`src/hdl/url_escape_byte_encoder_assert.svh`:
```
// Assertion macros for the URL escape byte encoder.
// Used by the top level; expects signals named clock and reset in scope.
`ifndef URL_ESCAPE_BYTE_ENCODER_ASSERT_SVH
`define URL_ESCAPE_BYTE_ENCODER_ASSERT_SVH
`ifndef SYNTHESIS
`define UBENC_ASSERT(lbl, prop, msg) \
   lbl: assert property (@(posedge clock) disable iff (reset) prop) else $error(msg);
`define UBENC_ASSERT_RST(lbl, prop, msg) \
   lbl: assert property (@(posedge clock) prop) else $error(msg);
`else
`define UBENC_ASSERT(lbl, prop, msg)
`define UBENC_ASSERT_RST(lbl, prop, msg)
`endif
`endif

```
`src/hdl/ubenc_pkg.sv`:
```
// Shared types, constants and character functions of the URL escape byte encoder.
// No dependencies; the front, queue, back and top modules import this package.
package ubenc_pkg;

   localparam int QUEUE_DEPTH_DEFAULT = 4;

   // Kind of escape run that one input byte turns into.
   typedef enum logic [2:0] {
      KIND_PLAIN = 3'd0,
      KIND_HEX   = 3'd1,
      KIND_PCT   = 3'd2,
      KIND_SP    = 3'd3,
      KIND_NL    = 3'd4,
      KIND_LT    = 3'd5,
      KIND_GT    = 3'd6
   } kind_type;

   typedef struct packed {
      kind_type    kind;
      logic [7:0]  text_byte;
   } token_type;

   typedef struct packed {
      logic full;
      logic empty;
   } q_status_type;

   localparam logic [6:0] CH_PCT  = 7'h25;
   localparam logic [6:0] CH_TWO  = 7'h32;
   localparam logic [6:0] CH_FIVE = 7'h35;
   localparam logic [6:0] CH_SIX  = 7'h36;
   localparam logic [6:0] CH_SEMI = 7'h3B;
   localparam logic [6:0] CH_LT   = 7'h3C;
   localparam logic [6:0] CH_GT   = 7'h3E;
   localparam logic [6:0] CH_B    = 7'h62;
   localparam logic [6:0] CH_G    = 7'h67;
   localparam logic [6:0] CH_L    = 7'h6C;
   localparam logic [6:0] CH_N    = 7'h6E;
   localparam logic [6:0] CH_P    = 7'h70;
   localparam logic [6:0] CH_R    = 7'h72;
   localparam logic [6:0] CH_S    = 7'h73;
   localparam logic [6:0] CH_T    = 7'h74;

   function automatic logic [6:0] hex_digit(logic [3:0] nib);
      logic [6:0] c;
      begin
         if (nib < 4'd10) begin
            c = 7'h30 + {3'b000, nib};
         end else begin
            c = 7'h37 + {3'b000, nib};
         end
         return c;
      end
   endfunction

   // Index of the final character of a run.
   function automatic logic [2:0] last_idx(kind_type k);
      logic [2:0] n;
      begin
         unique case (k)
            KIND_PLAIN: n = 3'd0;
            KIND_HEX:   n = 3'd2;
            KIND_PCT:   n = 3'd2;
            KIND_SP:    n = 3'd7;
            KIND_NL:    n = 3'd3;
            KIND_LT:    n = 3'd5;
            KIND_GT:    n = 3'd5;
            default:    n = 3'd0;
         endcase
         return n;
      end
   endfunction

   function automatic logic [6:0] char_at(kind_type k, logic [7:0] b, logic [2:0] i);
      logic [6:0] c;
      begin
         c = 7'h00;
         unique case (k)
            KIND_PLAIN: c = b[6:0];
            KIND_HEX: begin
               case (i)
                  3'd0:    c = CH_PCT;
                  3'd1:    c = hex_digit(b[7:4]);
                  default: c = hex_digit(b[3:0]);
               endcase
            end
            KIND_PCT: begin
               case (i)
                  3'd0:    c = CH_PCT;
                  3'd1:    c = CH_TWO;
                  default: c = CH_FIVE;
               endcase
            end
            KIND_SP: begin
               case (i)
                  3'd0:    c = CH_PCT;
                  3'd1:    c = CH_TWO;
                  3'd2:    c = CH_SIX;
                  3'd3:    c = CH_N;
                  3'd4:    c = CH_B;
                  3'd5:    c = CH_S;
                  3'd6:    c = CH_P;
                  default: c = CH_SEMI;
               endcase
            end
            KIND_NL: begin
               case (i)
                  3'd0:    c = CH_LT;
                  3'd1:    c = CH_B;
                  3'd2:    c = CH_R;
                  default: c = CH_GT;
               endcase
            end
            KIND_LT, KIND_GT: begin
               case (i)
                  3'd0:    c = CH_PCT;
                  3'd1:    c = CH_TWO;
                  3'd2:    c = CH_SIX;
                  3'd3:    c = (k == KIND_LT) ? CH_L : CH_G;
                  3'd4:    c = CH_T;
                  default: c = CH_SEMI;
               endcase
            end
            default: c = 7'h00;
         endcase
         return c;
      end
   endfunction

endpackage

```
`src/hdl/ubenc_req_if.sv`:
```
// Input channel of the URL escape byte encoder: one text byte per transfer.
// Stands alone; no package dependency.
interface ubenc_req_if;
   logic       valid;
   logic       ready;
   logic [7:0] text_byte;

   modport source (output valid, output text_byte, input ready);
   modport sink (input valid, input text_byte, output ready);
endinterface

```
`src/hdl/ubenc_rsp_if.sv`:
```
// Result channel of the URL escape byte encoder: one escaped character per transfer.
// Stands alone; no package dependency.
interface ubenc_rsp_if;
   logic       valid;
   logic       ready;
   logic [6:0] out_char;
   logic       run_end;

   modport source (output valid, output out_char, output run_end, input ready);
   modport sink (input valid, input out_char, input run_end, output ready);
endinterface

```
`src/hdl/ubenc_front.sv`:
```
// Front end: holds the mode register, accepts text bytes and classifies them.
// Depends on ubenc_pkg and ubenc_req_if.
module ubenc_front import ubenc_pkg::*; (
   input  logic          clock,
   input  logic          reset,
   input  logic          csr_wr_en,
   input  logic          csr_wr_data,
   ubenc_req_if.sink     req,
   input  q_status_type  q_status,
   output logic          push,
   output token_type     push_token
);

   logic post_mode_ff;
   logic post_mode_in;
   logic [7:0] b;
   logic plain;

   always_comb begin
      post_mode_in = csr_wr_en ? csr_wr_data : post_mode_ff;
   end

   always_ff @(posedge clock) begin
      if (reset) begin
         post_mode_ff <= 1'b0;
      end else begin
         post_mode_ff <= post_mode_in;
      end
   end

   assign b = req.text_byte;
   assign plain = (b >= 8'h20 && b <= 8'h25) || (b >= 8'h27 && b <= 8'h3B) ||
                  (b == 8'h3D) || (b >= 8'h3F && b <= 8'h7E);

   assign req.ready = !q_status.full;
   assign push = req.valid && !q_status.full;

   // Percent is escaped before anything else; entities only apply in post mode.
   always_comb begin
      push_token.text_byte = b;
      if (b == 8'h25) begin
         push_token.kind = KIND_PCT;
      end else if (post_mode_ff && b == 8'h20) begin
         push_token.kind = KIND_SP;
      end else if (post_mode_ff && b == 8'h0A) begin
         push_token.kind = KIND_NL;
      end else if (post_mode_ff && b == 8'h3C) begin
         push_token.kind = KIND_LT;
      end else if (post_mode_ff && b == 8'h3E) begin
         push_token.kind = KIND_GT;
      end else if (plain) begin
         push_token.kind = KIND_PLAIN;
      end else begin
         push_token.kind = KIND_HEX;
      end
   end

endmodule

```
`src/hdl/ubenc_queue.sv`:
```
// Small token queue between the front end and the expansion back end.
// Depends on ubenc_pkg.
module ubenc_queue import ubenc_pkg::*; #(
   parameter int DEPTH = QUEUE_DEPTH_DEFAULT
) (
   input  logic          clock,
   input  logic          reset,
   input  logic          push,
   input  token_type     push_token,
   input  logic          pop,
   output token_type     head,
   output q_status_type  status
);

   localparam int IDX_W = (DEPTH > 1) ? $clog2(DEPTH) : 1;
   localparam int CNT_W = $clog2(DEPTH + 1);

   token_type          q_ff [DEPTH];
   logic [IDX_W-1:0]   wr_ptr_ff, wr_ptr_in;
   logic [IDX_W-1:0]   rd_ptr_ff, rd_ptr_in;
   logic [CNT_W-1:0]   cnt_ff, cnt_in;

   always_comb begin
      wr_ptr_in = wr_ptr_ff;
      rd_ptr_in = rd_ptr_ff;
      cnt_in = cnt_ff;
      if (push) begin
         wr_ptr_in = (wr_ptr_ff == IDX_W'(DEPTH - 1)) ? '0 : wr_ptr_ff + 1'b1;
      end
      if (pop) begin
         rd_ptr_in = (rd_ptr_ff == IDX_W'(DEPTH - 1)) ? '0 : rd_ptr_ff + 1'b1;
      end
      if (push && !pop) begin
         cnt_in = cnt_ff + 1'b1;
      end else if (pop && !push) begin
         cnt_in = cnt_ff - 1'b1;
      end
   end

   always_ff @(posedge clock) begin
      if (reset) begin
         wr_ptr_ff <= '0;
         rd_ptr_ff <= '0;
         cnt_ff <= '0;
      end else begin
         wr_ptr_ff <= wr_ptr_in;
         rd_ptr_ff <= rd_ptr_in;
         cnt_ff <= cnt_in;
      end
   end

   always_ff @(posedge clock) begin
      if (push) begin
         q_ff[wr_ptr_ff] <= push_token;
      end
   end

   assign head = q_ff[rd_ptr_ff];
   assign status.full = (cnt_ff == CNT_W'(DEPTH));
   assign status.empty = (cnt_ff == '0);

endmodule

```
`src/hdl/ubenc_back.sv`:
```
// Back end: expands the head token into characters, one per cycle while rsp is not
// stalled, into the output register. Depends on ubenc_pkg and ubenc_rsp_if.
module ubenc_back import ubenc_pkg::*; (
   input  logic          clock,
   input  logic          reset,
   input  token_type     head,
   input  q_status_type  q_status,
   output logic          pop,
   ubenc_rsp_if.source   rsp
);

   logic       valid_ff, valid_in;
   logic [2:0] idx_ff, idx_in;
   logic [6:0] char_ff, char_in;
   logic       end_ff, end_in;
   logic       advance;
   logic       load;
   logic       last;

   assign advance = !valid_ff || rsp.ready;
   assign load = advance && !q_status.empty;
   assign last = (idx_ff == last_idx(head.kind));
   assign pop = load && last;

   always_comb begin
      valid_in = valid_ff;
      idx_in = idx_ff;
      char_in = char_ff;
      end_in = end_ff;
      if (advance) begin
         valid_in = load;
      end
      if (load) begin
         char_in = char_at(head.kind, head.text_byte, idx_ff);
         end_in = last;
         idx_in = last ? 3'd0 : idx_ff + 3'd1;
      end
   end

   always_ff @(posedge clock) begin
      if (reset) begin
         valid_ff <= 1'b0;
         idx_ff <= 3'd0;
      end else begin
         valid_ff <= valid_in;
         idx_ff <= idx_in;
      end
   end

   always_ff @(posedge clock) begin
      char_ff <= char_in;
      end_ff <= end_in;
   end

   assign rsp.valid = valid_ff;
   assign rsp.out_char = char_ff;
   assign rsp.run_end = end_ff;

endmodule

```
`src/hdl/url_escape_byte_encoder.sv`:
```
// URL escape byte encoder, top level.
// Channels: req_bus takes one text byte per transfer; rsp_bus gives one
// escaped ASCII character per transfer, with run_end set on the last
// character of each byte's run. csr_wr_en/csr_wr_data write the post mode
// bit, which enables the HTML entity forms of space, newline, '<' and '>'.
// Write it only while no byte is in flight.
// The byte is first written into the token queue; its first character is then
// loaded from the queue head into the output register and offered on rsp_bus.
// Characters then follow one per cycle while rsp_bus is not stalled. A run has
// 1 character for pass-through, 3 for hex or percent, 4 for newline,
// 6 for '<' and '>', 8 for space; the single output register serves one run at a time.
// The front end keeps accepting bytes into a QUEUE_DEPTH entry token queue
// while the back end expands; req_bus.ready drops only when the queue is full.
// A stall on rsp_bus holds the current character and backs up the queue.
// Reset empties the queue, clears the output valid flag and clears post mode.
// Depends on ubenc_pkg, the two channel interfaces, the front, queue and
// back modules, and the assertion macro header.
`include "url_escape_byte_encoder_assert.svh"
module url_escape_byte_encoder import ubenc_pkg::*; #(
   parameter int QUEUE_DEPTH = QUEUE_DEPTH_DEFAULT
) (
   input  logic        clock,
   input  logic        reset,
   input  logic        csr_wr_en,
   input  logic        csr_wr_data,
   ubenc_req_if.sink   req_bus,
   ubenc_rsp_if.source rsp_bus
);

   q_status_type q_status;
   logic         push;
   token_type    push_token;
   logic         pop;
   token_type    head;

   ubenc_front u_front (
      .clock       (clock),
      .reset       (reset),
      .csr_wr_en   (csr_wr_en),
      .csr_wr_data (csr_wr_data),
      .req         (req_bus),
      .q_status    (q_status),
      .push        (push),
      .push_token  (push_token)
   );

   ubenc_queue #(
      .DEPTH (QUEUE_DEPTH)
   ) u_queue (
      .clock      (clock),
      .reset      (reset),
      .push       (push),
      .push_token (push_token),
      .pop        (pop),
      .head       (head),
      .status     (q_status)
   );

   ubenc_back u_back (
      .clock    (clock),
      .reset    (reset),
      .head     (head),
      .q_status (q_status),
      .pop      (pop),
      .rsp      (rsp_bus)
   );

   // A token leaves the queue only when the final character of its run is loaded.
   `UBENC_ASSERT(a_pop_ends_run, pop |=> (rsp_bus.valid && rsp_bus.run_end), "pop without run end")
   // An accepted byte is in the queue at the next edge.
   `UBENC_ASSERT(a_push_lands, (req_bus.valid && req_bus.ready) |=> !q_status.empty, "lost push")
   `UBENC_ASSERT(a_queue_sane, !(q_status.full && q_status.empty), "queue full and empty")
   `UBENC_ASSERT_RST(a_reset_clear, reset |=> (!rsp_bus.valid && q_status.empty), "reset state")

endmodule
```
`src/flat_wrapper.sv`:
```
// flat-port wrapper written by rule: the top's interface ports become plain ports
module url_escape_byte_encoder_flat import ubenc_pkg::*;
#(
   parameter int QUEUE_DEPTH = QUEUE_DEPTH_DEFAULT
)
  (clock, reset, csr_wr_en, csr_wr_data, req_bus_valid, req_bus_text_byte, req_bus_ready, rsp_bus_valid, rsp_bus_out_char, rsp_bus_run_end, rsp_bus_ready);
  ubenc_req_if req_bus_i ();
  ubenc_rsp_if rsp_bus_i ();
  input  logic clock;
  input  logic reset;
  input  logic csr_wr_en;
  input  logic csr_wr_data;
  input wire logic [$bits(req_bus_i.valid)-1:0] req_bus_valid;
  input wire logic [$bits(req_bus_i.text_byte)-1:0] req_bus_text_byte;
  output wire logic [$bits(req_bus_i.ready)-1:0] req_bus_ready;
  output wire logic [$bits(rsp_bus_i.valid)-1:0] rsp_bus_valid;
  output wire logic [$bits(rsp_bus_i.out_char)-1:0] rsp_bus_out_char;
  output wire logic [$bits(rsp_bus_i.run_end)-1:0] rsp_bus_run_end;
  input wire logic [$bits(rsp_bus_i.ready)-1:0] rsp_bus_ready;
  assign req_bus_i.valid = req_bus_valid;
  assign req_bus_i.text_byte = req_bus_text_byte;
  assign req_bus_ready = req_bus_i.ready;
  assign rsp_bus_valid = rsp_bus_i.valid;
  assign rsp_bus_out_char = rsp_bus_i.out_char;
  assign rsp_bus_run_end = rsp_bus_i.run_end;
  assign rsp_bus_i.ready = rsp_bus_ready;
  url_escape_byte_encoder #(.QUEUE_DEPTH(QUEUE_DEPTH)) u_core (.clock(clock), .reset(reset), .csr_wr_en(csr_wr_en), .csr_wr_data(csr_wr_data), .req_bus(req_bus_i), .rsp_bus(rsp_bus_i));
endmodule
```
`config.mk`:
```
export PLATFORM = sky130hd
export DESIGN_NAME = url_escape_byte_encoder_flat
export DESIGN_NICKNAME = d
export VERILOG_FILES = /design/src/hdl/ubenc_pkg.sv /design/src/hdl/ubenc_req_if.sv /design/src/hdl/ubenc_rsp_if.sv /design/src/hdl/ubenc_front.sv /design/src/hdl/ubenc_queue.sv /design/src/hdl/ubenc_back.sv /design/src/hdl/url_escape_byte_encoder.sv /design/src/flat_wrapper.sv
export VERILOG_INCLUDE_DIRS = /design/src /design/src/hdl
export SDC_FILE = /design/constraint.sdc
export NUM_CORES = 1
export LEC_CHECK = 0
export BUFFER_PORTS_ARGS = -buffer_cell sky130_fd_sc_hd__buf_2
export CAP_MARGIN = 15
export CORE_ASPECT_RATIO = 1.25
export CORE_MARGIN = 2
export CORE_UTILIZATION = 55
export CTS_CLUSTER_SIZE = 16
export DETAILED_ROUTE_END_ITERATION = 8
export PLACE_DENSITY_LB_ADDON = 0.2
export SLEW_MARGIN = 10
export SYNTH_ARGS = -nofsm -noshare
export SYNTH_HDL_FRONTEND = slang
export SYNTH_SLANG_ARGS = --single-unit
```
`constraint.sdc`:
```
create_clock -name clock -period 5.3 [get_ports clock]
set_clock_uncertainty 0.2 [all_clocks]
set_input_delay 1.06 -clock clock [delete_from_list [all_inputs] [get_ports clock]]
set_output_delay 1.06 -clock clock [all_outputs]
set_load 0.02 [all_outputs]
```
==> impl_metrics.ini, run 1 <==
[run_status]
outcome = finished clean

[clock_tree]
clockBufferDepth = 2
cts-resized-gates = 0
numCtsBuffers = 9
cts.hold.buffers_added = 0
post_cts_buffers = 0
cts_tree = yes
cts.clk_slew.worst_paths_ns = 0.07
htreeDepth = 3
cts-root-buf = clkbuf_8
clock_sinks = 66
clkLatencyLatePin_ns = 0.34

[grt]
grt_antenna_before_repair = 0
grt_max_degree = 23
gr-total-overflow = 0
grt_pass1_vias = 2377
grt_pass1_wl_mm = 11.52
track_usage_pct = 20.94

[synthesis]
syn-cell-area_um2 = 3571
syn_inst = 315
ys_types = 56
yosysWarningCount = 0
synth_edf_count = 52
synth_fa_ha_area_share_pct = 5.466
ys_ff_latch = 66
synth_common_cells = 52 x edfxtp_1, 30 x nand2_1, 26 x nor2_1
synth_top_family_by_area = compound AO/OA/AOI/OAI gates
yosysSeqAreaShare_pct = 51.58
synth_area_per_cell_um2 = 11.34
synth_ff_type = edfxtp_1
yosys.area.top_type = edfxtp_1
synth_top_area_share_pct = 43.73
synth-xor-area-share_pct = 1.472
async_flop_share_pct = 0
synth_compound_area_share_pct = 14.23
yosysMostFrequentCell = edfxtp_1
syn-num-nets = 344
ys_top_cells_by_area = edfxtp_1 44%, dfxtp_1 7.8%, ha_1 4.9%, mux4_2 3.8%, mux4_1 3.7%
yosys.area_share.simple_pct = 13.77
muxShareOfSynthArea_pct = 9.145

[placed_design]
hpwl_mm = 4.844
gp_congestion = 0.9430
port_buffers = 23

[power]
p_per_area_nw_per_um2 = 513.1
peakVddDrop_v = 0.0002896
p_leak_uw = 0.001444
total_power_uw = 2027

[detailed_routing]
via_count = 2586
ant_nets = 0
drt_wl_total_mm = 7.115
viasPerCell = 6.099
drtIter0Drc = 215
routedWlPerCell_um = 16.78
dr.pass1.iters = 4
drcViolationCount = 0

[timing]
slew_headroom_pct = 53.39
finalCritPeriodShare_pct = 76.50
fmax_mhz = 246.6
hold_viol_final = 0
period_needed_ns = 4.055
rsz0062_at_grt = no
drv_slew = 0
finalSetupViolCount = 0
finalSetupTns_ns = 0
worstMarginPinSlew_ns = 0.6991

[critical_path]
startpoint_type = register
cp-end-kind = register
cp.required_ns = 5.37
criticalPathCategory = register to register
cp.arrival_ns = 4.13
path_max_fanout = 20

[cells_and_area]
num-fill-cells = 501
diodes = 0
nets = 363
final_core_util_pct = 63.26
area_growth_pct = 10.65
drive_gt1_share_pct = 15.34

[floorplan]
rows = 32
start_util_pct = 57.17
coreArea_um2 = 6246
die_h_um = 94.09
die-area_um2 = 7157
die_x_um = 76.07
io_pins = 24

[job]
maxCapViolations = 0

[hold_path]
min_path_type = register to register
holdCritStartpoint = u_core.u_back.rsp.valid
flip-flops by register name, indices dropped and copies added, names as in the netlist, named ones only:
name / count
u_core.u_queue.wr_ptr_ff: 2
u_core.u_front.post_mode_ff: 1
u_core.u_queue.rd_ptr_ff: 2
u_core.u_back.idx_ff: 3
u_core.u_queue.cnt_ff: 3
u_core.u_queue.q_ff: 44
u_core.u_back.rsp.run_end: 1
u_core.u_back.rsp.out_char: 7
u_core.u_back.rsp.valid: 1
area by class of cell:
cell class / count / area [µm²] / share of cell area (%)
clock inverters: 6 / 115.1 / 2.913
repair buffers: 23 / 115.1 / 2.913
inverters: 19 / 71.32 / 1.805
clock buffers: 10 / 127.6 / 3.230
well taps: 85 / 106.4 / 2.692
flip-flops and latches: 66 / 1842 / 46.61
multi-input cells: 215 / 1574 / 39.84
layout by cell type (no fill, tap or decap), types with 4 or more instances in the layout:
cell,n
edfxtp_1,52
nand2_1,30
nor2_1,26
buf_2,23
a21oi_1,21
inv_1,19
o21ai_0,17
ha_1,14
dfxtp_1,14
clkbuf_8,9
nor3_1,8
mux4_2,6
mux2i_1,6
mux4_1,5
nand3_1,5
and2_1,4
a31oi_1,4
a22oi_1,4
and3_1,4
cell families after synthesis:
family / Yosys count
flops: 66
buf+inv: 34
compound gates: 77
mux: 17
simple gates: 100
fa+ha+maj: 15
xor+xnor: 6
metal layers:
metal  vias to the layer above  part of all wire [%]  global-route usage [%]
li1                       1224                     -                       -
met1                      1248                    41                   24.94
met2                        95                    52                   36.83
met3                        19                   4.2                   3.269
met4                         0                   2.8                   11.06
met5                         -                     0                       0
through the flow:
stage	instances	hold slack (ns)	setup slack [ns]	cell area [µm²]
final	424	0.2670	1.245	3951
after global routing	424	0.3143	0.9257	3951
after CTS	424	0.2712	1.213	3951
after detailed placement	408	0.2605	1.229	3709
after global placement	408	0.2501	1.315	3709
after floorplan	315	0.2713	2.125	3571
final timing paths:
kind	slack [ns]	cells after the start	to
worst max-delay path	1.25	11	u_core.u_queue.cnt_ff[2]
worst min-delay path	0.27	2	u_core.u_back.rsp.valid
worst min register to register	0.27	2	u_core.u_back.rsp.valid
worst max register to register	1.25	11	u_core.u_queue.cnt_ff[2]
critical path: stages (launching register included):
cell and delay, ns:
dfxtp_1 0.74, mux4_1 0.98, and3_4 0.30, o2111ai_2 0.24, a31oi_2 0.17, inv_1 0.09
ha_1 0.18, inv_1 0.07, fa_1 0.42, xor2_1 0.16, or3_1 0.30, a21oi_1 0.14
report_power, final:
group	switching, µW	leakage (µW)	total (µW)	internal (µW)
clock network	198	0.000117	513	315
registers	57.2	0.000602	731	673
logic	486	0.000725	784	298
(Power assumes the default switching activity.)
==> run 2: changes to the inputs <==
==> constraint.sdc (replaced) <==
create_clock -name clock -period 3.8 [get_ports clock]
set_clock_uncertainty 0.2 [all_clocks]
set_input_delay 0.76 -clock clock [delete_from_list [all_inputs] [get_ports clock]]
set_output_delay 0.76 -clock clock [all_outputs]
set_load 0.02 [all_outputs]
==> run 2 against run 1 <==
Compared with the run above: core utilization grew 0.96 points; clock-buffer cell count shrank 1; first-iteration DRC count shrank 37%; worst hold slack got worse by 0.0012 ns; wire length down 5.1%; largest cell class unchanged; total power is 43% higher; non-clock buffer count up 5; sequential cell count did not move; global-route usage down 0.92 points; via count fell by 3.6%; final cell count increased by 1.2%.
==> impl_metrics.ini, run 2 (same netlist as run 1, synthesis figures left out) <==
[grt]
gr-total-overflow = 0
grt_antenna_before_repair = 0
grt_max_degree = 20
track_usage_pct = 20.01
grt_pass1_wl_mm = 11.05
grt_pass1_vias = 2321

[clock_tree]
clock_sinks = 66
numCtsBuffers = 9
htreeDepth = 3
clockBufferDepth = 2
clkLatencyLatePin_ns = 0.34
cts-resized-gates = 0
post_cts_buffers = 0
cts.hold.buffers_added = 0
cts_tree = yes
cts.clk_slew.worst_paths_ns = 0.07
cts-root-buf = clkbuf_8

[detailed_routing]
viasPerCell = 5.811
drtIter0Drc = 135
met2WireLength_mm = 3.523
ant_nets = 0
routedWlPerCell_um = 15.74
drt_wl_total_mm = 6.752
drt-met1-wl_mm = 2.805
wl_met3_um = 245
drcViolationCount = 0
highest_layer = met4
dr.pass1.iters = 4
via_count = 2493

[critical_path]
ff2ff_path_depth = 12
cp.required_ns = 3.87
startpoint_type = register
critical-path-top-delay-family = multiplexers
criticalPathCategory = register to register
crit_slowest_cell = mux4_1
path_max_fanout = 16
r2r_slack_ns = 0.43
cp.arrival_ns = 3.45
cp_cell_sequence = mux4_1 -> buf_4 -> nor3_2 -> o2111ai_2 -> a31oi_2 -> inv_1 -> ha_1 -> inv_1 -> fa_1 -> xor2_1 -> or3_1 -> a21oi_1
crit_top_cell = inv_1
cpPeakStageDelay_ns = 0.67
reg2reg_to = u_core.u_queue.cnt_ff[2]
crit_buf_inv = 3
cp-end-kind = register

[power]
p_per_area_nw_per_um2 = 720.3
p_leak_uw = 0.001483
peakVddDrop_v = 0.0003431
total_power_uw = 2889

[floorplan]
coreArea_um2 = 6246
die-area_um2 = 7157
die_h_um = 94.09
start_util_pct = 57.17
rows = 32
die_x_um = 76.07
io_pins = 24

[cells_and_area]
multi_input_area_um2 = 1574
largest_reg_flops = 44
drive_gt1_share_pct = 16.57
diodes = 0
ff_latch_area_um2 = 1842
final_common_cell = edfxtp_1
area_growth_pct = 12.33
stdcell_area_um2 = 4011
num-fill-cells = 506
regMostFlops = u_core.u_queue.q_ff
final_cell_mix = 52 x edfxtp_1, 30 x nand2_1, 26 x nor2_1, 23 x buf_2, 21 x a21oi_1
nets = 368

[hold_path]
min_path_type = register to register
holdCritStartpoint = u_core.u_back.rsp.valid
hold_end = u_core.u_back.rsp.valid
min_path_cells = 2

[placed_design]
place_area_um2 = 3746
gp_congestion = 0.9742
port_buffers = 23
hpwl_mm = 4.896

[timing]
finalCritPeriodShare_pct = 88.77
worstMarginPinSlew_ns = 0.5868
finalSetupViolCount = 0
rsz0062_at_grt = no
hold_viol_final = 0
fmax_mhz = 296.4
drv_slew = 0
finalSetupTns_ns = 0
slew_headroom_pct = 60.88
period_needed_ns = 3.373
holdWs_ns = 0.2658

[job]
maxCapViolations = 0

[run_status]
outcome = finished clean
## run 2: worst register-to-register path, cell delays in order, from the launching register on
cell       delay [ns]
dfxtp_1          0.42
mux4_1           0.67
buf_4            0.24
nor3_2           0.21
o2111ai_2        0.16
a31oi_2          0.33
inv_1            0.08
ha_1             0.23
inv_1            0.08
fa_1             0.19
xor2_1           0.08
or3_1            0.30
a21oi_1          0.14
## run 2: worst max-delay path by stage
| stage | to | slack (ns) | cells after the start | startpoint |
|---|---|---|---|---|
| detailed placement | u_core.u_queue.cnt_ff[2] | 0.44 | 12 | register |
| floorplan | u_core.u_queue.cnt_ff[2] | 0.62 | 12 | register |
| CTS | u_core.u_queue.cnt_ff[2] | 0.41 | 12 | register |
| finish | u_core.u_queue.cnt_ff[2] | 0.43 | 12 | register |
| global placement | u_core.u_queue.cnt_ff[2] | 0.51 | 12 | register |
| global route | u_core.u_queue.cnt_ff[2] | 0.22 | 12 | register |
## run 2: power breakdown
group / switching, µW / internal (µW) / total, µW
sequential: 65.3 / 939 / 1000
clock: 265 / 502 / 766
combinational: 682 / 436 / 1120
total: 1010 / 1880 / 2890
## run 2: cell type report
cell class                 count  share of cell area [%]
multi-input combinational    215                   39.24
clock buffer                   9                   3.088
sequential                    66                   45.91
tap                           85                   2.651
timing repair buffer          28                   3.805
clock inverter                 7                   3.525
inverter                      19                   1.778
## run 2: routing by layer
| metal | vias to the layer above | track usage (%) |
|---|---|---|
| met5 | - | 0 |
| met4 | 0 | 9.545 |
| met1 | 1180 | 23.22 |
| met3 | 15 | 3.558 |
| li1 | 1238 | - |
| met2 | 60 | 36.09 |
## run 2: through the flow
stage                     worst slack (ns)  std cells  utilization (%)
after detailed placement            0.4364        413            59.98
after floorplan                     0.6246        315                -
after global placement              0.5081        413            59.98
after global routing                0.2189        429            64.22
after CTS                           0.4060        429            64.22
final                               0.4267        429            64.22
